**config.mk**
```make
export PLATFORM = sky130hd
export DESIGN_NAME = fbe_isqrt
export DESIGN_NICKNAME = d
export VERILOG_FILES = /design/src/rtl/core/fbe_pkg.sv /design/src/rtl/core/fbe_isqrt.sv
export SDC_FILE = /design/constraint.sdc
export NUM_CORES = 2
export LEC_CHECK = 0
export BUFFER_PORTS_ARGS = -buffer_cell sky130_fd_sc_hd__buf_2
export CAP_MARGIN = 10
export CELL_PAD_IN_SITES_DETAIL_PLACEMENT = 1
export CELL_PAD_IN_SITES_GLOBAL_PLACEMENT = 2
export CORE_ASPECT_RATIO = 1.1
export CORE_MARGIN = 2
export CORE_UTILIZATION = 45
export CTS_BUF_LIST = sky130_fd_sc_hd__clkbuf_8
export CTS_CLUSTER_DIAMETER = 150
export DETAILED_ROUTE_END_ITERATION = 10
export PLACE_DENSITY = 0.89
export SYNTH_ARGS = -nofsm -noshare
export SYNTH_HDL_FRONTEND = slang
export SYNTH_SLANG_ARGS = --single-unit
```
**constraint.sdc**
```tcl
create_clock -name i_clk -period 8.7 [get_ports i_clk]
set_input_delay 1.74 -clock i_clk [delete_from_list [all_inputs] [get_ports i_clk]]
set_output_delay 1.74 -clock i_clk [all_outputs]
set_load 0.02 [all_outputs]
```
**src/rtl/core/fbe_pkg.sv**
```systemverilog
package fbe_pkg;

    localparam int DW        = 33;
    localparam int MW        = 32;
    localparam int NW        = 30;
    localparam int NORM_TOP  = NW - 1;
    localparam int BW        = 5;
    localparam int QSW       = 2 * NW + 2;
    localparam int LW        = QSW / 2;
    localparam int ISQ_LAT   = QSW / 2;
    localparam int DIV_QW    = 50;
    localparam int DIV_NW    = 80;
    localparam int DIV_LAT   = DIV_QW;
    localparam int FRONT_LAT = 1;
    localparam int NORM_LAT  = 5;
    localparam int MID_LAT   = 6;
    localparam int TAIL_LAT  = 2;
    localparam int TOTAL_LAT = FRONT_LAT + NORM_LAT + ISQ_LAT + DIV_LAT + MID_LAT
                             + DIV_LAT + TAIL_LAT;

    localparam logic        REG_BEND_STIFFNESS = 1'b0;
    localparam logic [31:0] K_RESET            = 32'd65536;

    typedef logic signed [DW-1:0] t_dval;

    typedef struct packed {
        logic [2:0][NW-1:0] mag;
        logic [2:0]         neg;
        logic [BW-1:0]      b;
        logic               zero;
    } t_vec;

endpackage

```
**src/rtl/core/fbe_isqrt.sv**
```systemverilog
module fbe_isqrt import fbe_pkg::*; (
    input  logic            i_clk,
    input  logic [QSW-1:0]  i_x,
    output logic [LW-1:0]   o_root
);

    logic [QSW-1:0] r_x   [ISQ_LAT];
    logic [QSW-1:0] r_res [ISQ_LAT];

    for (genvar j = 0; j < ISQ_LAT; j++) begin : g_st
        localparam logic [QSW-1:0] BITV = QSW'(1) << (QSW - 2 - 2 * j);
        logic [QSW-1:0] x_in;
        logic [QSW-1:0] res_in;
        logic [QSW-1:0] n_x;
        logic [QSW-1:0] n_res;
        logic [QSW:0]   trial;

        if (j == 0) begin : g_first
            assign x_in   = i_x;
            assign res_in = '0;
        end else begin : g_next
            assign x_in   = r_x[j-1];
            assign res_in = r_res[j-1];
        end

        always_comb begin
            trial = {1'b0, res_in} + {1'b0, BITV};
            if ({1'b0, x_in} >= trial) begin
                n_x   = x_in - trial[QSW-1:0];
                n_res = (res_in >> 1) + BITV;
            end else begin
                n_x   = x_in;
                n_res = res_in >> 1;
            end
        end

        always_ff @(posedge i_clk) begin
            r_x[j]   <= n_x;
            r_res[j] <= n_res;
        end
    end

    assign o_root = r_res[ISQ_LAT-1][LW-1:0];

endmodule

```
# Word level (Yosys, flattened, before mapping)
# Memory sizes are Yosys's and may differ from the RTL's.
# Index checks and enable logic that the tools add are counted.
[word_totals]
ff_bits = 0
latch_bits = 0
ram_bits = 3844
mem_bits_ro = 0
output_inout_bits = 31
elab_cells = 186
mem_count = 2
[op_classes]
add_sub_neg = 91
mul = 0
div_mod_pow = 0
n_lt_le_gt_ge = 31
eq_ne = 0
shifts = 0
muxes = 62
bitwise_logic = 0
reduce_logical = 0
[memory_table]
columns = ["memory", "words", "word_bits", "rd", "rd_ports_with_merged_regs", "write_ports", "line", "source"]
rows = [
  ["r_res", 31, 62, 31, 0, 31, "fbe_isqrt.sv:8", "logic [QSW-1:0] r_res [ISQ_LAT];"],
  ["r_x", 31, 62, 30, 0, 31, "fbe_isqrt.sv:7", "logic [QSW-1:0] r_x [ISQ_LAT];"],
]
[ops]
columns = ["op", "count"]
rows = [
  ["62-bit 2-to-1 mux", 61],
  ["62-bit by 63-bit greater-or-equal comparator with 1-bit output", 30],
  ["62-bit subtractor", 30],
  ["62-bit by 1-bit adder with 63-bit output (second input constant)", 1],
  ["62-bit by 11-bit adder with 63-bit output (second input constant)", 1],
  ["62-bit by 13-bit adder with 63-bit output (second input constant)", 1],
  ["62-bit by 15-bit adder with 63-bit output (second input constant)", 1],
  ["62-bit by 17-bit adder with 63-bit output (second input constant)", 1],
  ["62-bit by 19-bit adder with 63-bit output (second input constant)", 1],
  ["62-bit by 21-bit adder with 63-bit output (second input constant)", 1],
  ["62-bit by 23-bit adder with 63-bit output (second input constant)", 1],
  ["62-bit by 25-bit adder with 63-bit output (second input constant)", 1],
  ["62-bit by 27-bit adder with 63-bit output (second input constant)", 1],
  ["62-bit by 29-bit adder with 63-bit output (second input constant)", 1],
  ["62-bit by 3-bit adder with 63-bit output (second input constant)", 1],
  ["62-bit by 31-bit adder with 63-bit output (second input constant)", 1],
  ["62-bit by 33-bit adder with 63-bit output (second input constant)", 1],
  ["62-bit by 35-bit adder with 63-bit output (second input constant)", 1],
  ["62-bit by 37-bit adder with 63-bit output (second input constant)", 1],
  ["62-bit by 39-bit adder with 63-bit output (second input constant)", 1],
  ["62-bit by 41-bit adder with 63-bit output (second input constant)", 1],
  ["62-bit by 43-bit adder with 63-bit output (second input constant)", 1],
  ["62-bit by 45-bit adder with 63-bit output (second input constant)", 1],
  ["62-bit by 47-bit adder with 63-bit output (second input constant)", 1],
  ["42 further kinds", 42],
]

# Logic depth before layout (Yosys ltp)
# An unclocked memory read counts as a cell.
[logic_depth]
ltp_word = 4
ltp_mapped = 14
ltp_nobuf = 13

# Worst setup path after synthesis
# No wires, ideal clock.
[synth_timing]
path_kind = "register -> register"
from = "memory r_res[26][10] (netlist bit)"
to = "memory r_x[1][730] (netlist bit)"
t_arrival_ns = 3.093
path_slack_ns = 5.474
stages_incl_launch_ff = 14
cell_sequence = "dfxtp_1 > inv_1 > ha_1 > and3_1 > and2_1 > o31ai_1 > a21oi_1 > nor3_1 > o31ai_1 > nand2_1 > or4b_2 > clkbuf_1 > nor4_1 > xor2_1"
[synth_rtl]
columns = ["element", "line"]
rows = [
  ["from (decl)", "fbe_isqrt.sv:8"],
  ["to (decl)", "fbe_isqrt.sv:7"],
]

==> out/results.txt <==
outcome - complete, no violations
RSZ-0062 raised after global routing - false
Internal Power - 22500 uW
final core utilization - 0.511
Post-route DRC - 0
RePlAce Congestion - 0.911
r2r endpoint - r_x[1][294]$_DFF_P_
Post-Syn Nets - 9448
layout cell share with drive strength beyond 1 - 0.0873
pin count of the biggest net entering global routing - 58
slowest CP cell - clkinv_1
Final HPWL DP - 199000 um
Routed wire per std cell - 21.5 um
flops & latches, synth - 2356
register clock-pin slew on the reported worst setup and hold paths - 0.07 ns
number of distinct library cells after synthesis - 93
nets - 9778
Mapped Area - 88500 sq um
die extent in x - 427 um
Power Density - 344 nW/um^2
CP Buf/Inv Count - 2
max_slew headroom - 0.191
clock tree buffer depth - 4
post-CTS setup buffer count - 0
synth warn - 0
final hold vios - 0
number of fill cells - 21796
die height - 469 um
Most common cell on crit path - o21a_1
Final setup viols - 0
Vias - 65262
Yosys top cell by area - dfxtp_1
top-area cell type share of the netlist area - 0.533
Via density - 5.41
CP Data Arrival Time - 6.10 ns
io pins - 94
critical path type - flip-flop to flip-flop
# hold bufs at CTS - 0
CP endpoint kind - flip-flop
P_sw - 11800 uW
Post-synth EDFFs - 0
GRT met2 Usage - 0.471
Cells after Synth - 8860
Seq pwr share - 0.457
worst r2r path cells - 13
VDD IR max - 216 uV
cell family with most CP delay - simple AND/OR/NAND/NOR gates
Switching Fraction - 0.345
Final ANT Viol Nets - 0
CP max stage delay - 1.02 ns
Hold Path Sink - r_x[1][321]$_DFF_P_
Die Area - 200000 sq um
root buf cell - clkbuf_8
FP Rows - 170
LEAKAGE - 0.0462 uW
CP Data Required Time - 9.62 ns
IO buf count - 93
Sink Count - 2356
synth top area cells - dfxtp_1, ha_1, xor2_1
Final Cycle Share - 0.596
drt total wl - 260000 um
CTS tree - yes
Area Growth Syn to Fin - 12.7%
cts bufs inserted - 380
max-slew violations - 0
first-pass GRT wire length - 401000 um
HP Class - flip-flop to flip-flop
FF-to-FF setup slack - 3.51 ns
Core Region - 195000 sq um
total global-route track usage - 0.256
GRT Max-Usage Layer - met2
initial antenna violation count - 13
top_reg_cell synth - dfxtp_1
Synth Area per Inst - 9.99 sq um
CP Cell Sequence - inv_1 > ha_1 > o21a_1 > o21a_1 > or2_2 > a31oi_1 > o31ai_1 > o211ai_1 > and2_1 > clkinv_1 > nand3_1 > nor2_1 > xor2_1
register area share after synthesis - 0.533
hold path depth - 0
clock share of power - 0.289
fmax - 193 MHz
worst-path maximum fanout - 28
max-cap violations - 0
met3 Use GR - 0.0406
HP Start - r_x[1][259]$_DFF_P_
overflow left after global routing - 0
Setup Total Neg Slack - 0 ns
met1 usage - 0.300
ys async rst share - 0
worst skew pair latency - 1.10 ns
reg2reg start - r_res[19][22]$_DFF_P_
drt first pass iters - 6
combinational share of power - 0.255
minimum clock period - 5.19 ns
clock skew - 0.144 ns
Pwr Total - 34300 uW
initial DRC count - 3291
H-tree Lvls - 5
startpoint types - flip-flop
post-CTS sizing - 0
vias in the first global route - 70003
Least-Margin Pin Slew - 1.20 ns
Initial Util - 0.453
[metrics by stage]
stage	instances	area, sq um	worst slack, ns	hold slack [ns]
6_report	12055	99700	3.51	0.284
5_1_grt	12050	99700	3.06	0.296
4_1_cts	12049	99700	3.50	0.279
3_5_place_dp	11388	91800	3.49	0.332
3_3_place_gp	11386	91800	3.52	0.329
2_1_floorplan	8860	88500	5.47	0.322
[power groups by stage]
stage / Clock (uW) / Sequential (uW) / Combinational (uW)
2_1_floorplan: 0 / 14700 / 6440
3_3_place_gp: 0 / 15800 / 8400
3_5_place_dp: 0 / 15900 / 8600
4_1_cts: 10100 / 15700 / 8730
5_1_grt: 10600 / 15900 / 9670
6_report: 9900 / 15700 / 8730
[layout by cell type (no fill, tap or decap), types with 26 or more instances in the layout]
master    synthesis  routed
xnor2_1         399     399
o211ai_1         30      30
a21o_1          252     252
or3_1            99      98
clkbuf_8          0     482
a21oi_1         515     515
nor4b_1          36      36
clkinv_2          0      47
nor2b_1          70      70
o21a_1           86      86
or4_1            66      66
buf_2            28      95
o21ai_0         442     442
nor2_1          550     550
nand4_1         147     147
inv_1           646     745
a211oi_1         33      33
mux2_2           60      60
ha_1            525     525
nor3_1          280     279
nand3_1         134     134
xor2_1          429     429
nand2b_1         89      89
nor4_1          317     317
and3_1           42      42
a31oi_1          36      36
nand3b_1         26      26
o21bai_1         41      41
or2_2            28      28
o31ai_1          50      49
nand2_1         601     601
dfxtp_1        2356    2356
[kinds of logic (layout without fill, tap and decap cells)]
group	count (synthesis)	in the layout	synth area share
multiplexers	74	74	0.00925
XOR/XNOR	828	828	0.0819
adder cells (fa/ha/maj)	525	525	0.0742
flip-flops	2356	2356	0.533
buffers and inverters	818	1427	0.0353
other	0	6	0
AND/OR/NAND/NOR	2590	2590	0.150
AO/OA/AOI/OAI	1669	1669	0.117
[flip-flops by register name (all words and copies together), names as in the netlist]
signal / count
r_res: 496
r_x: 1860
[worst register-to-register path: stages, from the launching register on]
cell and delay (ns):
dfxtp_1 0.34, inv_1 0.06, ha_1 0.33, o21a_1 0.15
o21a_1 0.18, or2_2 0.31, a31oi_1 0.45, o31ai_1 0.25
o211ai_1 0.48, and2_1 0.87, clkinv_1 1.03, nand3_1 0.40
nor2_1 0.09, xor2_1 0.15
[how the worst max path moves through the flow]
stage / from / endpoint / slack (ns) / depth (start not counted)
after CTS: r_res[19][22]$_DFF_P_ / r_x[1][294]$_DFF_P_ / 3.50 / 13
after detailed placement: r_res[19][22]$_DFF_P_ / r_x[1][294]$_DFF_P_ / 3.49 / 13
after global routing: r_res[19][22]$_DFF_P_ / r_x[1][294]$_DFF_P_ / 3.06 / 13
after floorplan: r_res[26][10]$_DFF_P_ / r_x[1][730]$_DFF_P_ / 5.47 / 13
final: r_res[19][22]$_DFF_P_ / r_x[1][294]$_DFF_P_ / 3.51 / 13
after global placement: r_res[19][22]$_DFF_P_ / r_x[1][294]$_DFF_P_ / 3.52 / 13
[Yosys cell counts, types with 14 or more instances]
cell type,n
a211oi_1,33
nand2_1,601
o21bai_1,41
o211ai_1,30
nor3b_1,20
nor2b_1,70
buf_2,28
xor2_1,429
or3_1,99
and2_1,25
clkbuf_1,121
and4_1,15
o21a_1,86
nand3b_1,26
mux2_2,60
nand2b_1,89
nor4_1,317
o31ai_1,50
dfxtp_1,2356
ha_1,525
xnor2_1,399
nor4b_1,36
and3_1,42
nor2_1,550
a21boi_0,24
nand4b_1,14
a21o_1,252
inv_1,646
o21ai_0,442
nand4_1,147
or2_2,28
nor3_1,280
nand3_1,134
a2111oi_0,19
a21oi_1,515
or4_1,66
a31oi_1,36
[area by class of cell]
type	count	area, sq um	area share
Sequential cell	2356	47200	0.473
Multi-Input combinational cell	5686	38300	0.384
Clock buffer	482	6630	0.0665
Tap cell	2580	3230	0.0324
Inverter	651	2450	0.0245
Clock inverter	179	1300	0.0130
Timing Repair Buffer	115	626	0.00627
Antenna cell	6	15.0	0.000151
[per-layer routing]
metal  vias up  wire (um)
met2      1211     133000
met5         -         51
met4         8       7260
li1      31457          -
met3       435      10300
met1     32151     109000
Note: power is estimated with default switching activity, not from simulation.
